===== src/rtl/hsha_pkg.sv =====
`timescale 1ns / 1ps
`default_nettype none
package hsha_pkg;

  localparam logic [7:0] IPAD = 8'h36;
  localparam logic [7:0] OPAD = 8'h5c;
  localparam logic [7:0] PAD_MARK = 8'h80;
  localparam logic [31:0] OUTER_LEN_BITS = 32'd768;
  localparam logic [63:0] INNER_PAD_BITS = 64'd512;

  localparam logic [31:0] IV [8] = '{
    32'h6a09e667, 32'hbb67ae85, 32'h3c6ef372, 32'ha54ff53a,
    32'h510e527f, 32'h9b05688c, 32'h1f83d9ab, 32'h5be0cd19
  };

  typedef enum logic [2:0] {
    SH_PORT = 3'd0,
    SH_HELD = 3'd1,
    SH_MARK = 3'd2,
    SH_ZERO = 3'd3,
    SH_LEN  = 3'd4
  } shsel_t;

  typedef struct packed {
    logic       load_iv;
    logic       load_ikey;
    logic       load_okey;
    logic       load_dig;
    logic       save_dig;
    logic       cnt_init;
    logic       cnt_inc;
    logic       latch_byte;
    logic       shift_en;
    shsel_t     shift_sel;
    logic       start;
    logic       round;
    logic       fin;
    logic [5:0] rnd;
    logic [2:0] len_idx;
    logic [1:0] out_idx;
  } hsha_cmd_t;

  typedef struct packed {
    logic pos63;
    logic pos56;
  } hsha_stat_t;

  function automatic logic [31:0] rotr(input logic [31:0] x, input int unsigned n);
    rotr = (x >> n) | (x << (32 - n));
  endfunction

  function automatic logic [31:0] round_k(input logic [5:0] r);
    logic [31:0] k;
    case (r)
      6'd0: k = 32'h428a2f98;  6'd1: k = 32'h71374491;  6'd2: k = 32'hb5c0fbcf;
      6'd3: k = 32'he9b5dba5;  6'd4: k = 32'h3956c25b;  6'd5: k = 32'h59f111f1;
      6'd6: k = 32'h923f82a4;  6'd7: k = 32'hab1c5ed5;  6'd8: k = 32'hd807aa98;
      6'd9: k = 32'h12835b01;  6'd10: k = 32'h243185be; 6'd11: k = 32'h550c7dc3;
      6'd12: k = 32'h72be5d74; 6'd13: k = 32'h80deb1fe; 6'd14: k = 32'h9bdc06a7;
      6'd15: k = 32'hc19bf174; 6'd16: k = 32'he49b69c1; 6'd17: k = 32'hefbe4786;
      6'd18: k = 32'h0fc19dc6; 6'd19: k = 32'h240ca1cc; 6'd20: k = 32'h2de92c6f;
      6'd21: k = 32'h4a7484aa; 6'd22: k = 32'h5cb0a9dc; 6'd23: k = 32'h76f988da;
      6'd24: k = 32'h983e5152; 6'd25: k = 32'ha831c66d; 6'd26: k = 32'hb00327c8;
      6'd27: k = 32'hbf597fc7; 6'd28: k = 32'hc6e00bf3; 6'd29: k = 32'hd5a79147;
      6'd30: k = 32'h06ca6351; 6'd31: k = 32'h14292967; 6'd32: k = 32'h27b70a85;
      6'd33: k = 32'h2e1b2138; 6'd34: k = 32'h4d2c6dfc; 6'd35: k = 32'h53380d13;
      6'd36: k = 32'h650a7354; 6'd37: k = 32'h766a0abb; 6'd38: k = 32'h81c2c92e;
      6'd39: k = 32'h92722c85; 6'd40: k = 32'ha2bfe8a1; 6'd41: k = 32'ha81a664b;
      6'd42: k = 32'hc24b8b70; 6'd43: k = 32'hc76c51a3; 6'd44: k = 32'hd192e819;
      6'd45: k = 32'hd6990624; 6'd46: k = 32'hf40e3585; 6'd47: k = 32'h106aa070;
      6'd48: k = 32'h19a4c116; 6'd49: k = 32'h1e376c08; 6'd50: k = 32'h2748774c;
      6'd51: k = 32'h34b0bcb5; 6'd52: k = 32'h391c0cb3; 6'd53: k = 32'h4ed8aa4a;
      6'd54: k = 32'h5b9cca4f; 6'd55: k = 32'h682e6ff3; 6'd56: k = 32'h748f82ee;
      6'd57: k = 32'h78a5636f; 6'd58: k = 32'h84c87814; 6'd59: k = 32'h8cc70208;
      6'd60: k = 32'h90befffa; 6'd61: k = 32'ha4506ceb; 6'd62: k = 32'hbef9a3f7;
      default: k = 32'hc67178f2;
    endcase
    round_k = k;
  endfunction

endpackage
`default_nettype wire


===== src/rtl/hsha_datapath.sv =====
`timescale 1ns / 1ps
`default_nettype none
module hsha_datapath
  import hsha_pkg::*;
(
  input  wire logic        clk,
  input  wire logic        rst_n,
  input  wire logic        cfg_we,
  input  wire logic [2:0]  cfg_index,
  input  wire logic [63:0] cfg_wdata,
  input  wire logic [7:0]  in_data_byte,
  input  wire hsha_cmd_t   cmd,
  output hsha_stat_t       stat,
  output logic [63:0]      mac_word
);

  logic [63:0] key_r [8];
  logic [31:0] h_r [8];
  logic [31:0] h_nxt [8];
  logic [31:0] v_r [8];
  logic [31:0] v_nxt [8];
  logic [31:0] w_r [16];
  logic [31:0] w_nxt [16];
  logic [31:0] dig_r [8];
  logic [63:0] cnt_r;
  logic [63:0] cnt_nxt;
  logic [5:0]  pos_r;
  logic [5:0]  pos_nxt;
  logic [7:0]  byte_r;
  logic [7:0]  sh_byte;
  logic [63:0] len_shift;
  logic [7:0]  pad;
  logic [31:0] s0, s1, ch, maj, t1, t2, g0, g1, w_new;

  assign stat.pos63 = (pos_r == 6'd63);
  assign stat.pos56 = (pos_r == 6'd56);
  assign mac_word = {h_r[{cmd.out_idx, 1'b0}], h_r[{cmd.out_idx, 1'b1}]};

  // Length byte k of the bit count, most significant byte first.
  assign len_shift = cnt_r >> {~cmd.len_idx, 3'b000};
  assign pad = cmd.load_okey ? OPAD : IPAD;

  always_comb begin
    case (cmd.shift_sel)
      SH_PORT: sh_byte = in_data_byte;
      SH_HELD: sh_byte = byte_r;
      SH_MARK: sh_byte = PAD_MARK;
      SH_LEN:  sh_byte = len_shift[7:0];
      default: sh_byte = 8'h00;
    endcase
  end

  always_comb begin
    s1 = rotr(v_r[4], 6) ^ rotr(v_r[4], 11) ^ rotr(v_r[4], 25);
    ch = (v_r[4] & v_r[5]) ^ (~v_r[4] & v_r[6]);
    t1 = v_r[7] + s1 + ch + round_k(cmd.rnd) + w_r[0];
    s0 = rotr(v_r[0], 2) ^ rotr(v_r[0], 13) ^ rotr(v_r[0], 22);
    maj = (v_r[0] & v_r[1]) ^ (v_r[0] & v_r[2]) ^ (v_r[1] & v_r[2]);
    t2 = s0 + maj;
    g0 = rotr(w_r[1], 7) ^ rotr(w_r[1], 18) ^ (w_r[1] >> 3);
    g1 = rotr(w_r[14], 17) ^ rotr(w_r[14], 19) ^ (w_r[14] >> 10);
    w_new = w_r[0] + g0 + w_r[9] + g1;
  end

  // The schedule words double as the block buffer: bytes shift in at the
  // low end, and each round shifts out the oldest word.
  always_comb begin
    w_nxt = w_r;
    if (cmd.load_ikey || cmd.load_okey) begin
      for (int i = 0; i < 16; i++) begin
        w_nxt[i] = (i[0] ? key_r[i >> 1][31:0] : key_r[i >> 1][63:32]) ^ {4{pad}};
      end
    end else if (cmd.load_dig) begin
      for (int i = 0; i < 8; i++) begin
        w_nxt[i] = dig_r[i];
        w_nxt[i + 8] = 32'h0;
      end
      w_nxt[8] = {PAD_MARK, 24'h0};
      w_nxt[15] = OUTER_LEN_BITS;
    end else if (cmd.shift_en) begin
      for (int i = 0; i < 15; i++) begin
        w_nxt[i] = {w_r[i][23:0], w_r[i + 1][31:24]};
      end
      w_nxt[15] = {w_r[15][23:0], sh_byte};
    end else if (cmd.round) begin
      for (int i = 0; i < 15; i++) begin
        w_nxt[i] = w_r[i + 1];
      end
      w_nxt[15] = w_new;
    end
  end

  always_comb begin
    h_nxt = h_r;
    v_nxt = v_r;
    if (cmd.load_iv) begin
      h_nxt = IV;
    end else if (cmd.fin) begin
      for (int i = 0; i < 8; i++) begin
        h_nxt[i] = h_r[i] + v_r[i];
      end
    end
    if (cmd.start) begin
      v_nxt = h_r;
    end else if (cmd.round) begin
      v_nxt[7] = v_r[6];
      v_nxt[6] = v_r[5];
      v_nxt[5] = v_r[4];
      v_nxt[4] = v_r[3] + t1;
      v_nxt[3] = v_r[2];
      v_nxt[2] = v_r[1];
      v_nxt[1] = v_r[0];
      v_nxt[0] = t1 + t2;
    end
  end

  always_comb begin
    cnt_nxt = cnt_r;
    pos_nxt = pos_r;
    if (cmd.cnt_init) begin
      cnt_nxt = INNER_PAD_BITS;
      pos_nxt = 6'd0;
    end else begin
      if (cmd.cnt_inc) begin
        cnt_nxt = cnt_r + 64'd8;
      end
      if (cmd.shift_en) begin
        pos_nxt = pos_r + 6'd1;
      end
    end
  end

  always_ff @(posedge clk) begin
    if (!rst_n) begin
      for (int i = 0; i < 8; i++) begin
        key_r[i] <= 64'h0;
      end
    end else if (cfg_we) begin
      key_r[cfg_index] <= cfg_wdata;
    end
  end

  always_ff @(posedge clk) begin
    h_r <= h_nxt;
    v_r <= v_nxt;
    w_r <= w_nxt;
    cnt_r <= cnt_nxt;
    pos_r <= pos_nxt;
    if (cmd.latch_byte) begin
      byte_r <= in_data_byte;
    end
    if (cmd.save_dig) begin
      dig_r <= h_r;
    end
  end

endmodule
`default_nettype wire


===== config.mk =====
export PLATFORM = sky130hd
export DESIGN_NAME = hsha_datapath
export DESIGN_NICKNAME = d
export VERILOG_FILES = /design/src/rtl/hsha_pkg.sv /design/src/rtl/hsha_datapath.sv
export SDC_FILE = /design/constraint.sdc
export NUM_CORES = 2
export LEC_CHECK = 0
export BUFFER_PORTS_ARGS = -buffer_cell sky130_fd_sc_hd__buf_2
export CAP_MARGIN = 20
export CORE_ASPECT_RATIO = 1.1
export CORE_MARGIN = 2
export CORE_UTILIZATION = 50
export CTS_CLUSTER_DIAMETER = 200
export CTS_CLUSTER_SIZE = 24
export DETAILED_ROUTE_END_ITERATION = 8
export GPL_TIMING_DRIVEN = 0
export PLACE_DENSITY = 0.67
export SKIP_LAST_GASP = 1
export SYNTH_ARGS = -nofsm -noshare
export SYNTH_HDL_FRONTEND = slang
export SYNTH_SLANG_ARGS = --single-unit
export TNS_END_PERCENT = 5

===== constraint.sdc =====
create_clock -name clk -period 14.85 [get_ports clk]
set_input_delay 2.2275 -clock clk [delete_from_list [all_inputs] [get_ports clk]]
set_output_delay 2.2275 -clock clk [all_outputs]
set_load 0.01 [all_outputs]

==> impl_metrics.sql <==
INSERT INTO impl_metrics (metric_group, metric, value, unit) VALUES
('routing', 'total_vias_in_the_final_route', '88618', ''),
('clocking', 'cts_num_sinks', '1867', ''),
('place', 'cell_count_after_placement', '13117', ''),
('sta', 'post-route-worst-setup-slack', '3.32', 'ns'),
('die', 'design.core.area', '218000', 'µm²'),
('die', 'top_level_ports', '170', ''),
('clocking', 'cts_hold_repair.buffers', '0', ''),
('setup_path', 'critPathArrivalTime', '12.07', 'ns'),
('sta', 'holdWs', '0.504', 'ns'),
('layout', 'layoutNonFillerInstCount', '13354', ''),
('logic_synthesis', 'ys_seq_area_frac', '0.482', ''),
('routing', 'routed_via_density', '6.64', ''),
('logic_synthesis', 'number_of_nets_in_the_synthesized_netlist', '10665', ''),
('setup_path', 'critPathSlowestCell', 'sky130_fd_sc_hd__nor2_1', ''),
('routing', 'route.antenna.remaining_nets', '0', ''),
('sta', 'hold_violations', '0', ''),
('logic_synthesis', 'synth_top_flop_cell', 'sky130_fd_sc_hd__edfxtp_1', ''),
('layout', 'drive_gt1_frac', '0.0873', ''),
('grt', 'largest_net_degree_at_the_start_of_global_routing', '120', ''),
('die', 'die_area', '223000', 'µm²'),
('clocking', 'cts_repair_resize_count', '0', ''),
('sta', 'grt_setup_unrepaired', 'no', ''),
('grt', 'first_global_vias', '81022', ''),
('clocking', 'cts-root-to-sink-buffers', '3', ''),
('run', 'max_cap_viol_count', '0', ''),
('logic_synthesis', 'synth-warning-count', '0', ''),
('logic_synthesis', 'yosysUniqueCellTypes', '95', ''),
('clocking', 'clock_tree.htree_level_count', '3', ''),
('sta', 'timing.clock.skew', '0.0739', 'ns'),
('setup_path', 'worstPathMaxFanout', '11', ''),
('logic_synthesis', 'asyncSetResetFlopFracSynth', '0', ''),
('logic_synthesis', 'synth-edff-count', '1544', ''),
('sta', 'report.final.setup_viol', '0', ''),
('grt', 'grt_antenna_before_repair', '114', ''),
('clocking', 'cts_buffers', '87', ''),
('sta', 'slew_headroom', '0.126', ''),
('grt', 'wire_length_of_the_first_global_routing_pass', '678000', 'µm'),
('logic_synthesis', 'syn_area', '110000', 'µm²'),
('layout', 'fin_nets', '10991', ''),
('routing', 'drt-initial-drc-count', '13863', ''),
('die', 'die_height', '495', 'µm'),
('die', 'die_x', '450', 'µm'),
('sta', 'final_period_demand_of_the_worst_path', '11.53', 'ns'),
('clocking', 'clkSlewWorstSetupHoldPaths', '0.11', 'ns'),
('clocking', 'clock_tree.root_cell', 'sky130_fd_sc_hd__clkbuf_16', ''),
('place', 'dp_hpwl', '397000', 'µm'),
('place', 'gp_routability_congestion', '1.08', ''),
('routing', 'detailed_route_drc_error_count', '0', ''),
('routing', 'drt-total-wl', '506000', 'µm'),
('setup_path', 'worst_path_largest_cell_delay', '0.75', 'ns'),
('grt', 'grt.overflow.total', '0', ''),
('sta', 'clock.fmax', '0.0867', 'GHz'),
('die', 'initial_utilization', '0.502', ''),
('sta', 'tightestPinTransition', '1.31', 'ns'),
('setup_path', 'critical_path_capture_point_type', 'flip-flop', ''),
('setup_path', 'cp_data_required_time', '15.39', 'ns'),
('clocking', 'clk_latency', '0.84', 'ns'),
('logic_synthesis', 'synth.ff_latch_count', '1867', ''),
('worst_hold_path', 'hold_path_class', 'flip-flop to flip-flop', ''),
('place', 'dp_slack', '2.71', 'ns'),
('place', 'placement.io_buffers', '155', ''),
('sta', 'final_worst_path_period_share', '0.776', ''),
('setup_path', 'start_kind', 'primary input', ''),
('layout', 'fillCellCount', '19225', ''),
('routing', 'detailedRoute.firstPassIterationCount', '9', ''),
('setup_path', 'most_used_cell_cp', 'sky130_fd_sc_hd__a21oi_1', ''),
('logic_synthesis', 'synthCells', '9973', ''),
('grt', 'grt_usage', '0.443', ''),
('layout', 'mostFrequentLayoutCells', '1544 x sky130_fd_sc_hd__edfxtp_1, 844 x sky130_fd_sc_hd__a21oi_1, 809 x sky130_fd_sc_hd__nor2_1', ''),
('clocking', 'post_cts.repair.setup_buffers', '0', ''),
('clocking', 'tritoncts', 'yes', ''),
('setup_path', 'worst-setup-path-type', 'primary input to flip-flop', ''),
('die', 'std_cell_rows', '180', ''),
('layout', 'layout-area-overhead-vs-synth', '8.09', '%'),
('outcome', 'outcome', 'finished, final reports clean', ''),
('layout', 'layout.cells.most_common', 'sky130_fd_sc_hd__edfxtp_1', ''),
('logic_synthesis', 'avgSynthCellArea', '11.0', 'µm²'),
('sta', 'report.final.slew_viol_count', '0', ''),
('routing', 'routedWlPerCell', '37.9', 'µm');
==> final cells by class <==
class                      instances  area [µm²]  area share
antenna                           89         223     0.00188
buffer                           617        2340      0.0198
clock buffer                     136        2380      0.0201
clock inverter                     7         196     0.00166
inverter                         445        1670      0.0141
multi-input combinational       7044       52800       0.446
sequential                      1867       52800       0.446
tap                             2912        3640      0.0308
timing repair buffer             237        2300      0.0195
==> per-stage QoR <==
| step | utilization | TNS [ns] | cell area (µm²) |
|---|---|---|---|
| 6_report | 0.542 | 0 | 118000 |
| 5_1_grt | 0.541 | 0 | 118000 |
| 4_1_cts | 0.541 | 0 | 118000 |
| 3_5_place_dp | 0.529 | 0 | 115000 |
| 3_3_place_gp | 0.522 | -191.58 | 114000 |
| 2_1_floorplan | - | 0 | 110000 |
==> registers in the layout (all words and copies together) (netlist names) <==
name / flops
byte_r: 8
cnt_r: 61
dig_r: 256
h_r: 256
key_r: 512
pos_r: 6
v_r: 256
w_r: 512
==> cell usage after synthesis (all sizes together), types with 130 or more instances <==
master,number,area (µm²)
a211oi,198,1500
nand2,499,1870
edfxtp,1544,46400
xnor2,357,3130
mux2i,574,5750
inv,438,1640
ha,393,4920
dfxtp,323,6470
clkbuf,514,1930
and2,524,3280
fa,195,3900
o21ai,560,2800
a21oi,848,4260
nor2,811,3060
a21o,177,1330
mux2,393,4430
xor2,251,2200
o22ai,130,813
==> worst paths after layout <==
path / start / endpoint / slack [ns] / cells after the start
max: cmd[5] / v_r[254] / 3.32 / 34
min: key_r[1][31] / w_r[415] / 0.50 / 2
max reg2reg: v_r[116] / v_r[255] / 5.77 / 32
min reg2reg: key_r[1][31] / w_r[415] / 0.50 / 2
==> worst max-delay path, delay by kind of cell <==
family          cells  cell delay (ns)
xor+xnor            2             0.84
buf+inv             6             1.26
fa+ha+maj           5             2.44
compound gates     18             4.27
simple gates        3             1.02
==> routing by layer <==
layer | global-route usage | vias up | share of wire
li1 | - | 36942 | -
met1 | 0.541 | 43897 | 0.35
met2 | 0.671 | 6255 | 0.44
met3 | 0.0862 | 1496 | 0.10
met4 | 0.392 | 28 | 0.11
met5 | 0 | - | 0.00042
==> logic make-up (layout without fill, tap and decap cells) <==
| kind of cell | Yosys count | in the layout | share of synthesized area |
|---|---|---|---|
| AOI/OAI and AO/OA | 2409 | 2409 | 0.136 |
| and+or+nand+nor | 2368 | 2368 | 0.105 |
| DFF | 1867 | 1867 | 0.482 |
| buffers and inverters | 1062 | 1442 | 0.0365 |
| muxes | 1048 | 1048 | 0.110 |
| adders and majority gates | 610 | 610 | 0.0826 |
| xor gates and xnor gates | 609 | 609 | 0.0488 |
| other | 0 | 89 | 0 |
Power is left out: the tool's default activity adds up to more than one toggle a clock period on the data nets, which glitch-free logic cannot reach.
