[config.mk]
export PLATFORM = sky130hd
export DESIGN_NAME = hsha_ctrl
export DESIGN_NICKNAME = d
export VERILOG_FILES = /design/src/rtl/hsha_pkg.sv /design/src/rtl/hsha_ctrl.sv
export SDC_FILE = /design/constraint.sdc
export NUM_CORES = 1
export LEC_CHECK = 0
export BUFFER_PORTS_ARGS = -buffer_cell sky130_fd_sc_hd__buf_2
export CORE_MARGIN = 2
export CORE_UTILIZATION = 45
export CTS_CLUSTER_SIZE = 8
export DETAILED_ROUTE_END_ITERATION = 8
export HOLD_SLACK_MARGIN = 0.05
export PLACE_DENSITY = 0.69
export SLEW_MARGIN = 20
export SYNTH_ARGS = -nofsm -noshare
export SYNTH_HDL_FRONTEND = slang
export SYNTH_SLANG_ARGS = --single-unit
[constraint.sdc]
create_clock -name clk -period 1.94 [get_ports clk]
set_input_delay 0.194 -clock clk [delete_from_list [all_inputs] [get_ports clk]]
set_output_delay 0.194 -clock clk [all_outputs]
set_load 0.01 [all_outputs]
[src/rtl/hsha_pkg.sv]
`timescale 1ns / 1ps
`default_nettype none
package hsha_pkg;

  localparam logic [7:0] IPAD = 8'h36;
  localparam logic [7:0] OPAD = 8'h5c;
  localparam logic [7:0] PAD_MARK = 8'h80;
  localparam logic [31:0] OUTER_LEN_BITS = 32'd768;
  localparam logic [63:0] INNER_PAD_BITS = 64'd512;

  localparam logic [31:0] IV [8] = '{
    32'h6a09e667, 32'hbb67ae85, 32'h3c6ef372, 32'ha54ff53a,
    32'h510e527f, 32'h9b05688c, 32'h1f83d9ab, 32'h5be0cd19
  };

  typedef enum logic [2:0] {
    SH_PORT = 3'd0,
    SH_HELD = 3'd1,
    SH_MARK = 3'd2,
    SH_ZERO = 3'd3,
    SH_LEN  = 3'd4
  } shsel_t;

  typedef struct packed {
    logic       load_iv;
    logic       load_ikey;
    logic       load_okey;
    logic       load_dig;
    logic       save_dig;
    logic       cnt_init;
    logic       cnt_inc;
    logic       latch_byte;
    logic       shift_en;
    shsel_t     shift_sel;
    logic       start;
    logic       round;
    logic       fin;
    logic [5:0] rnd;
    logic [2:0] len_idx;
    logic [1:0] out_idx;
  } hsha_cmd_t;

  typedef struct packed {
    logic pos63;
    logic pos56;
  } hsha_stat_t;

  function automatic logic [31:0] rotr(input logic [31:0] x, input int unsigned n);
    rotr = (x >> n) | (x << (32 - n));
  endfunction

  function automatic logic [31:0] round_k(input logic [5:0] r);
    logic [31:0] k;
    case (r)
      6'd0: k = 32'h428a2f98;  6'd1: k = 32'h71374491;  6'd2: k = 32'hb5c0fbcf;
      6'd3: k = 32'he9b5dba5;  6'd4: k = 32'h3956c25b;  6'd5: k = 32'h59f111f1;
      6'd6: k = 32'h923f82a4;  6'd7: k = 32'hab1c5ed5;  6'd8: k = 32'hd807aa98;
      6'd9: k = 32'h12835b01;  6'd10: k = 32'h243185be; 6'd11: k = 32'h550c7dc3;
      6'd12: k = 32'h72be5d74; 6'd13: k = 32'h80deb1fe; 6'd14: k = 32'h9bdc06a7;
      6'd15: k = 32'hc19bf174; 6'd16: k = 32'he49b69c1; 6'd17: k = 32'hefbe4786;
      6'd18: k = 32'h0fc19dc6; 6'd19: k = 32'h240ca1cc; 6'd20: k = 32'h2de92c6f;
      6'd21: k = 32'h4a7484aa; 6'd22: k = 32'h5cb0a9dc; 6'd23: k = 32'h76f988da;
      6'd24: k = 32'h983e5152; 6'd25: k = 32'ha831c66d; 6'd26: k = 32'hb00327c8;
      6'd27: k = 32'hbf597fc7; 6'd28: k = 32'hc6e00bf3; 6'd29: k = 32'hd5a79147;
      6'd30: k = 32'h06ca6351; 6'd31: k = 32'h14292967; 6'd32: k = 32'h27b70a85;
      6'd33: k = 32'h2e1b2138; 6'd34: k = 32'h4d2c6dfc; 6'd35: k = 32'h53380d13;
      6'd36: k = 32'h650a7354; 6'd37: k = 32'h766a0abb; 6'd38: k = 32'h81c2c92e;
      6'd39: k = 32'h92722c85; 6'd40: k = 32'ha2bfe8a1; 6'd41: k = 32'ha81a664b;
      6'd42: k = 32'hc24b8b70; 6'd43: k = 32'hc76c51a3; 6'd44: k = 32'hd192e819;
      6'd45: k = 32'hd6990624; 6'd46: k = 32'hf40e3585; 6'd47: k = 32'h106aa070;
      6'd48: k = 32'h19a4c116; 6'd49: k = 32'h1e376c08; 6'd50: k = 32'h2748774c;
      6'd51: k = 32'h34b0bcb5; 6'd52: k = 32'h391c0cb3; 6'd53: k = 32'h4ed8aa4a;
      6'd54: k = 32'h5b9cca4f; 6'd55: k = 32'h682e6ff3; 6'd56: k = 32'h748f82ee;
      6'd57: k = 32'h78a5636f; 6'd58: k = 32'h84c87814; 6'd59: k = 32'h8cc70208;
      6'd60: k = 32'h90befffa; 6'd61: k = 32'ha4506ceb; 6'd62: k = 32'hbef9a3f7;
      default: k = 32'hc67178f2;
    endcase
    round_k = k;
  endfunction

endpackage
`default_nettype wire

[src/rtl/hsha_ctrl.sv]
`timescale 1ns / 1ps
`default_nettype none
module hsha_ctrl
  import hsha_pkg::*;
(
  input  wire logic       clk,
  input  wire logic       rst_n,
  input  wire logic       in_valid,
  output logic            in_stall,
  input  wire logic       in_has_byte,
  input  wire logic       in_last_byte,
  output logic            out_valid,
  input  wire logic       out_stall,
  output logic [1:0]      out_word_index,
  output logic            out_last_word,
  input  wire hsha_stat_t stat,
  output hsha_cmd_t       cmd
);

  typedef enum logic [11:0] {
    S_IDLE   = 12'b000000000001,
    S_INIT   = 12'b000000000010,
    S_CSTART = 12'b000000000100,
    S_ROUND  = 12'b000000001000,
    S_FIN    = 12'b000000010000,
    S_ABSORB = 12'b000000100000,
    S_PAD80  = 12'b000001000000,
    S_PADZ   = 12'b000010000000,
    S_PADLEN = 12'b000100000000,
    S_DIGEST = 12'b001000000000,
    S_OLOAD  = 12'b010000000000,
    S_OUT    = 12'b100000000000
  } state_t;

  state_t     state_r, state_nxt;
  state_t     ret_r, ret_nxt;
  logic       phase_r, phase_nxt;
  logic       has_r, has_nxt;
  logic       last_r, last_nxt;
  logic [5:0] rnd_r, rnd_nxt;
  logic [2:0] len_r, len_nxt;
  logic [1:0] oidx_r, oidx_nxt;
  state_t     after_byte;

  assign in_stall = (state_r != S_IDLE);
  assign out_valid = (state_r == S_OUT);
  assign out_word_index = oidx_r;
  assign out_last_word = (oidx_r == 2'd3);

  always_comb begin
    cmd = '0;
    cmd.shift_sel = SH_ZERO;
    cmd.rnd = rnd_r;
    cmd.len_idx = len_r;
    cmd.out_idx = oidx_r;
    state_nxt = state_r;
    ret_nxt = ret_r;
    phase_nxt = phase_r;
    has_nxt = has_r;
    last_nxt = last_r;
    rnd_nxt = rnd_r;
    len_nxt = len_r;
    oidx_nxt = oidx_r;
    after_byte = S_IDLE;

    unique case (state_r)
      S_IDLE: begin
        after_byte = in_last_byte ? S_PAD80 : S_IDLE;
        if (in_valid && (in_has_byte || in_last_byte)) begin
          has_nxt = in_has_byte;
          last_nxt = in_last_byte;
          cmd.latch_byte = 1'b1;
          if (!phase_r) begin
            state_nxt = S_INIT;
          end else if (in_has_byte) begin
            cmd.shift_en = 1'b1;
            cmd.shift_sel = SH_PORT;
            cmd.cnt_inc = 1'b1;
            ret_nxt = after_byte;
            state_nxt = stat.pos63 ? S_CSTART : after_byte;
          end else begin
            state_nxt = S_PAD80;
          end
        end
      end
      S_INIT: begin
        cmd.load_iv = 1'b1;
        cmd.load_ikey = 1'b1;
        cmd.cnt_init = 1'b1;
        phase_nxt = 1'b1;
        ret_nxt = S_ABSORB;
        state_nxt = S_CSTART;
      end
      S_CSTART: begin
        cmd.start = 1'b1;
        rnd_nxt = 6'd0;
        state_nxt = S_ROUND;
      end
      S_ROUND: begin
        cmd.round = 1'b1;
        rnd_nxt = rnd_r + 6'd1;
        if (rnd_r == 6'd63) begin
          state_nxt = S_FIN;
        end
      end
      S_FIN: begin
        cmd.fin = 1'b1;
        state_nxt = ret_r;
      end
      S_ABSORB: begin
        after_byte = last_r ? S_PAD80 : S_IDLE;
        if (has_r) begin
          cmd.shift_en = 1'b1;
          cmd.shift_sel = SH_HELD;
          cmd.cnt_inc = 1'b1;
          ret_nxt = after_byte;
          state_nxt = stat.pos63 ? S_CSTART : after_byte;
        end else begin
          state_nxt = S_PAD80;
        end
      end
      S_PAD80: begin
        cmd.shift_en = 1'b1;
        cmd.shift_sel = SH_MARK;
        ret_nxt = S_PADZ;
        state_nxt = stat.pos63 ? S_CSTART : S_PADZ;
      end
      S_PADZ: begin
        if (stat.pos56) begin
          len_nxt = 3'd0;
          state_nxt = S_PADLEN;
        end else begin
          cmd.shift_en = 1'b1;
          cmd.shift_sel = SH_ZERO;
          ret_nxt = S_PADZ;
          state_nxt = stat.pos63 ? S_CSTART : S_PADZ;
        end
      end
      S_PADLEN: begin
        cmd.shift_en = 1'b1;
        cmd.shift_sel = SH_LEN;
        len_nxt = len_r + 3'd1;
        if (len_r == 3'd7) begin
          ret_nxt = S_DIGEST;
          state_nxt = S_CSTART;
        end
      end
      S_DIGEST: begin
        cmd.save_dig = 1'b1;
        cmd.load_iv = 1'b1;
        cmd.load_okey = 1'b1;
        ret_nxt = S_OLOAD;
        state_nxt = S_CSTART;
      end
      S_OLOAD: begin
        cmd.load_dig = 1'b1;
        oidx_nxt = 2'd0;
        ret_nxt = S_OUT;
        state_nxt = S_CSTART;
      end
      S_OUT: begin
        if (!out_stall) begin
          oidx_nxt = oidx_r + 2'd1;
          if (oidx_r == 2'd3) begin
            phase_nxt = 1'b0;
            state_nxt = S_IDLE;
          end
        end
      end
      default: begin
        state_nxt = S_IDLE;
      end
    endcase
  end

  always_ff @(posedge clk) begin
    if (!rst_n) begin
      state_r <= S_IDLE;
      ret_r <= S_IDLE;
      phase_r <= 1'b0;
      oidx_r <= 2'd0;
      rnd_r <= 6'd0;
      len_r <= 3'd0;
    end else begin
      state_r <= state_nxt;
      ret_r <= ret_nxt;
      phase_r <= phase_nxt;
      oidx_r <= oidx_nxt;
      rnd_r <= rnd_nxt;
      len_r <= len_nxt;
    end
  end

  always_ff @(posedge clk) begin
    has_r <= has_nxt;
    last_r <= last_nxt;
  end

endmodule
`default_nettype wire

==> results of run 1 <==
==> per-layer routing <==
| layer | global-route usage, % | wire [µm] | up-vias |
|---|---|---|---|
| li1 | - | - | 1150 |
| met1 | 33.2 | 2960 | 1176 |
| met2 | 43.8 | 3640 | 86 |
| met3 | 4.58 | 370 | 13 |
| met4 | 8.81 | 130 | 0 |
| met5 | 0 | 0 | - |
==> state kept, by name, indices dropped and copies added (netlist names) <==
| register | cells |
|---|---|
| state_r | 12 |
| ret_r | 7 |
| rnd_r | 6 |
| len_r | 3 |
| out_word_index | 2 |
| has_r | 1 |
| last_r | 1 |
| phase_r | 1 |
==> stage by stage <==
step	utilization, %	hold slack, ns	instances	setup TNS (ns)	cell area, µm²
6_report	73.1	0.167	416	-6.49	3230
5_1_grt	73.1	0.164	416	-9.56	3230
4_1_cts	66.8	0.159	404	-5.69	2950
3_5_place_dp	60.3	0.449	385	-1.42	2660
3_3_place_gp	60.3	0.446	385	-1.00	2660
2_1_floorplan	-	0.293	263	-1.29	2140
==> cell families after synthesis <==
logic type	after synthesis
AOI/OAI and AO/OA	57
buffers and inverters	33
and+or+nand+nor	126
adders and majority gates	4
DFF	33
muxes	6
xor gates and xnor gates	4
==> worst max-delay path by stage <==
stage / end / cells after the start / start / slack [ns]
6_report: cmd[16] / 6 / state_r[4] / -0.27
5_1_grt: cmd[16] / 6 / state_r[4] / -0.36
4_1_cts: cmd[17] / 8 / state_r[5] / -0.25
3_5_place_dp: ret_r[5] / 9 / state_r[4] / -0.15
3_3_place_gp: ret_r[5] / 9 / state_r[4] / -0.13
2_1_floorplan: ret_r[0] / 7 / state_r[6] / -0.17
==> final cells by class <==
type	instances	area, µm²
Sequential cell	33	698
Clock buffer	5	68.8
Inverter	10	37.5
Fill cell	315	1190
Tap cell	52	65.1
Multi-Input combinational cell	197	1470
Clock inverter	3	17.5
Timing Repair Buffer	116	875
==> where the power goes <==
part / switching [mW] / internal [mW]
sequential: 0.0610 / 0.754
clock: 0.288 / 0.248
combinational: 1.02 / 1.03
==> repair_timing <==
| item | 4_1_cts | 5_1_grt |
|---|---|---|
| hold endpoints to repair | 0 | 0 |
| resized for setup | 29 | 46 |
| buffers inserted | 11 | 12 |
| hold buffers | 0 | 0 |
| pin swaps | 17 | 21 |
| endpoints found under the setup margin | 37 | 47 |
==> synthesized netlist by cell type (all sizes together) (3+ instances only) <==
cell / instances / area (µm²)
a21oi: 19 / 95.1
and2: 4 / 25.0
and3: 6 / 37.5
buf: 14 / 104
clkbuf: 9 / 33.8
dfxtp: 31 / 621
ha: 4 / 50.1
inv: 10 / 37.5
mux2i: 4 / 40.0
nand2: 25 / 96.4
nand2b: 5 / 31.3
nand3: 6 / 30.0
nand3b: 3 / 22.5
nand4: 6 / 37.5
nor2: 31 / 121
nor3: 8 / 45.0
nor4: 8 / 77.6
nor4b: 5 / 50.0
o21ai: 20 / 100
o41ai: 4 / 42.6
or2: 3 / 18.8
or3: 4 / 25.0
or4: 4 / 41.3
xor2: 3 / 26.3
==> impl_metrics.json, run 1 <==
{
  "cpPeakStageDelay_ns": 0.45,
  "leakagePower_nw": 1.45,
  "final_common_cell": "buf_4",
  "setup_ws_ns": -0.267,
  "vias": 2425,
  "antenna_cells": 0,
  "min_period_over_period_pct": 114,
  "cts_buffers": 5,
  "p_per_area_nw_per_um2": 1060,
  "dr.pass1.iters": 4,
  "worstPathMaxFanout": 4,
  "synth-xor-area-share_pct": 1.67,
  "status": "complete, but fails checks",
  "vdd_drop_max_mv": 0.689,
  "die_x_um": 72.3,
  "hold_end": "has_r",
  "synth_edf_count": 2,
  "synth_nets": 275,
  "clockBufferDepth": 2,
  "drive_above_1_share_pct": 50.8,
  "cts-root-buf": "clkbuf_8",
  "antenna_found_initial": 0,
  "async_reset_ff_share_pct": 0,
  "crit_path_top_delay_cell": "nor4_2",
  "place_ws_ns": -0.151,
  "holdPathStages": 1,
  "synth_top_family_by_area": "simple AND/OR/NAND/NOR gates",
  "grt_pass1_wl_um": 10500,
  "p_total_mw": 3.41,
  "synth_compound_area_share_pct": 17.5,
  "syn-cell-area_um2": 2100,
  "vias_per_cell": 5.83,
  "final_hold_viol_count": 0,
  "die_h_um": 72.3,
  "gp_congestion": 1.01,
  "overflow": 0,
  "antenna_left": 0,
  "tightestPinTransition_ns": 0.705,
  "clk_latency_ns": 0.29,
  "finalWirelength_um": 7090,
  "critPathKind": "register to primary output",
  "rows": 24,
  "min_path_type": "input port to register",
  "cp_num_buf_inv": 3,
  "r2r_slack_ns": -0.24,
  "clock_sinks": 33,
  "grtUsageTotal_pct": 25.9,
  "grt_pass1_vias": 2243,
  "grt_max_degree": 22,
  "regToRegStartpoint": "state_r[0]",
  "cp-start-kind": "register",
  "clock.fmax_ghz": 0.453,
  "fin_skew_ns": 0.0130,
  "syn_avg_cell_area_um2": 7.99,
  "violations": "negative setup slack",
  "drc_errors": 0,
  "yosysSeqAreaShare_pct": 32.4,
  "synthMuxAreaShare_pct": 2.98,
  "cp-end-kind": "primary output",
  "synth-simple-area-share_pct": 34.8,
  "initial_core_util_pct": 47.6,
  "rr_endpoint": "ret_r[6]",
  "rsz0062_at_grt": "yes",
  "synthCells": 263,
  "yosys_warnings": 0,
  "htree_num_levels": 2,
  "mostFrequentLayoutCells": "buf_4, buf_2, nor2_1",
  "path_common_cell": "buf_4",
  "critPathTopFamily": "simple AND/OR/NAND/NOR gates",
  "fin_crit_ns": 2.21,
  "arrival_ns": 2.01,
  "ios": 39,
  "worst_hold_startpoint": "in_has_byte",
  "drv_slew": 0,
  "drtIter0Drc": 166,
  "cts_tree": "built",
  "core_um2": 4410,
  "worstPathRequired_ns": 1.75,
  "port_buffers": 38,
  "synthFlopType": "dfxtp_1",
  "drt-wirelength-per-cell_um": 17.1,
  "worstRegToRegCells": 6,
  "synthAdderAreaFrac_pct": 2.38,
  "synth-seq-cells": 33,
  "die_area_um2": 5230,
  "place_hpwl_um": 4450,
  "maxCapViolCount": 0,
  "clk_pin_slew_ns": 0.08,
  "fin_nets": 375,
  "synth_cell_type_count": 60,
  "finalSetupViolations": 39,
  "path_cells": "nor4_2 -> buf_4 -> nand2_1 -> nor2_1 -> buf_4 -> buf_2",
  "syn_to_final_growth_pct": 53.6,
  "max-slew-margin-rel_pct": 53.0
}
Note: power is estimated with default switching activity, not from simulation.
==> inputs of run 2 (changes only) <==
- GPL_TIMING_DRIVEN: not set -> 0
==> run 2 against run 1 <==
  * The flow still finishes with violations (negative setup slack)
  * Utilization up 2.2 points
  * Final area grew 3.1%
  * Maximum frequency decreased by 6.5%
  * Critical path depth is 1 higher
  * Combinational power is essentially flat
  * Final cell count fell by 3.1%
  * Highest routed layer unchanged
==> impl_metrics.json, run 2 (same netlist as run 1, synthesis figures left out) <==
{
  "status": "complete, but fails checks",
  "violations": "negative setup slack",
  "syn_to_final_growth_pct": 58.3,
  "cp-end-kind": "primary output",
  "cp-start-kind": "register",
  "overflow": 0,
  "cts_tree": "built",
  "cts_buffers": 5,
  "gp_congestion": 0.890,
  "grt_pass1_vias": 2163,
  "finalSetupViolations": 37,
  "core_um2": 4410,
  "arrival_ns": 2.17,
  "cp_num_buf_inv": 2,
  "path_cells": "or4_4 -> buf_8 -> nor4_4 -> nand2_1 -> o221ai_4 -> nand2_1 -> buf_2",
  "mostFrequentLayoutCells": "buf_4, buf_2, buf_6",
  "worstRegToRegCells": 6,
  "min_path_type": "input port to register",
  "min_period_over_period_pct": 122,
  "final_hold_viol_count": 0,
  "drt-wirelength-per-cell_um": 19.5,
  "antenna_cells": 0,
  "drc_errors": 0,
  "vias_per_cell": 6.26,
  "p_per_area_nw_per_um2": 1070,
  "setup_ws_ns": -0.422,
  "clock.fmax_ghz": 0.423,
  "drtIter0Drc": 219,
  "leakagePower_nw": 1.44,
  "worstPathMaxFanout": 7,
  "drv_slew": 0,
  "place_ws_ns": -0.635,
  "crit_path_top_delay_cell": "or4_4",
  "htree_num_levels": 2,
  "regToRegStartpoint": "state_r[1]",
  "die_h_um": 72.3,
  "initial_core_util_pct": 47.6,
  "regMostFlops": "state_r",
  "clock_sinks": 33,
  "hold_ws_ns": 0.123,
  "vdd_drop_max_mv": 0.891,
  "finalWirelength_um": 7840,
  "vias": 2522,
  "worstPathRequired_ns": 1.75,
  "p_total_mw": 3.55,
  "fin_crit_ns": 2.36,
  "dr.pass1.iters": 5,
  "ios": 39,
  "r2r_slack_ns": -0.34,
  "fin_nets": 362,
  "top_regs": "state_r (12), ret_r (7), rnd_r (6)",
  "rr_endpoint": "ret_r[0]",
  "cpPeakStageDelay_ns": 0.56,
  "holdPathStages": 1,
  "dpl_cell_area_um2": 2390,
  "die_x_um": 72.3,
  "rows": 24,
  "worst_hold_startpoint": "in_has_byte",
  "drive_above_1_share_pct": 52.4,
  "grt_pass1_wl_um": 10300,
  "rsz0062_at_grt": "yes",
  "maxCapViolCount": 0,
  "largest_reg_flops": 12,
  "path_common_cell": "nand2_1",
  "antenna_found_initial": 0,
  "die_area_um2": 5230,
  "grt_max_degree": 12,
  "cts-hold-fix-buffers": 0,
  "clk_pin_slew_ns": 0.07,
  "hold_end": "has_r",
  "grtUsageTotal_pct": 25.6,
  "critPathKind": "register to primary output",
  "fin_area_um2": 3330,
  "final_common_cell": "buf_4",
  "fin_skew_ns": 0.00575,
  "clockBufferDepth": 2,
  "clk_latency_ns": 0.30,
  "tightestPinTransition_ns": 0.602,
  "critPathTopFamily": "simple AND/OR/NAND/NOR gates",
  "port_buffers": 37,
  "max-slew-margin-rel_pct": 59.4,
  "antenna_left": 0,
  "cts-root-buf": "clkbuf_8",
  "place_hpwl_um": 4030,
  "startpoint": "state_r[10]"
}
## run 2: cell type report
| class | instances | area, µm² |
|---|---|---|
| multi-input cells | 197 | 1590 |
| inverters | 10 | 37.5 |
| plain buffers | 13 | 90.1 |
| flip-flops and latches | 33 | 713 |
| clock inverters | 1 | 7.51 |
| repair buffers | 90 | 714 |
| well taps | 52 | 65.1 |
| clock buffers | 7 | 108 |
| fillers | 274 | 1090 |
## run 2: worst reg2reg max path, cell delays in order (launching register included)
cell	delay (ns)
dfxtp_4	0.36
or4_4	0.58
buf_6	0.15
or4_4	0.56
o2111ai_4	0.21
mux2i_1	0.23
nand2_1	0.06
## run 2: how the worst max path moves through the flow
| stage | end | slack, ns | cells after the start |
|---|---|---|---|
| floorplan | ret_r[0] | -0.17 | 7 |
| global placement | ret_r[6] | -0.64 | 7 |
| detailed placement | ret_r[6] | -0.64 | 7 |
| CTS | cmd[17] | -0.33 | 7 |
| global route | cmd[17] | -0.49 | 7 |
| finish | cmd[17] | -0.42 | 7 |
## run 2: layer usage
| layer | up-vias | track usage [%] | share of wire [%] |
|---|---|---|---|
| met5 | - | 0 | 0 |
| met4 | 0 | 12.6 | 5.6 |
| met3 | 47 | 4.31 | 7.8 |
| met2 | 166 | 42.2 | 49 |
| met1 | 1183 | 32.2 | 38 |
| li1 | 1126 | - | - |
## run 2: what timing repair did
action,CTS,global route
setup endpoints to repair,43,43
setup buffers,27,29
pin swaps,18,18
gates resized for setup,56,67
## run 2: metrics by stage
step                      instances  utilization [%]  TNS [ns]
final                           403             75.4     -8.19
after global routing            403             75.4    -10.32
after CTS                       379             64.9     -6.87
after detailed placement        352             54.2     -7.89
after global placement          352             54.2     -7.94
after floorplan                 263                -     -1.29
## run 2: where the power goes
group          switching [mW]  total, mW  leakage (nW)  internal (mW)
clock                   0.293      0.659        0.0556          0.366
sequential             0.0760      0.835         0.276          0.759
combinational            1.08       2.06          1.11          0.977
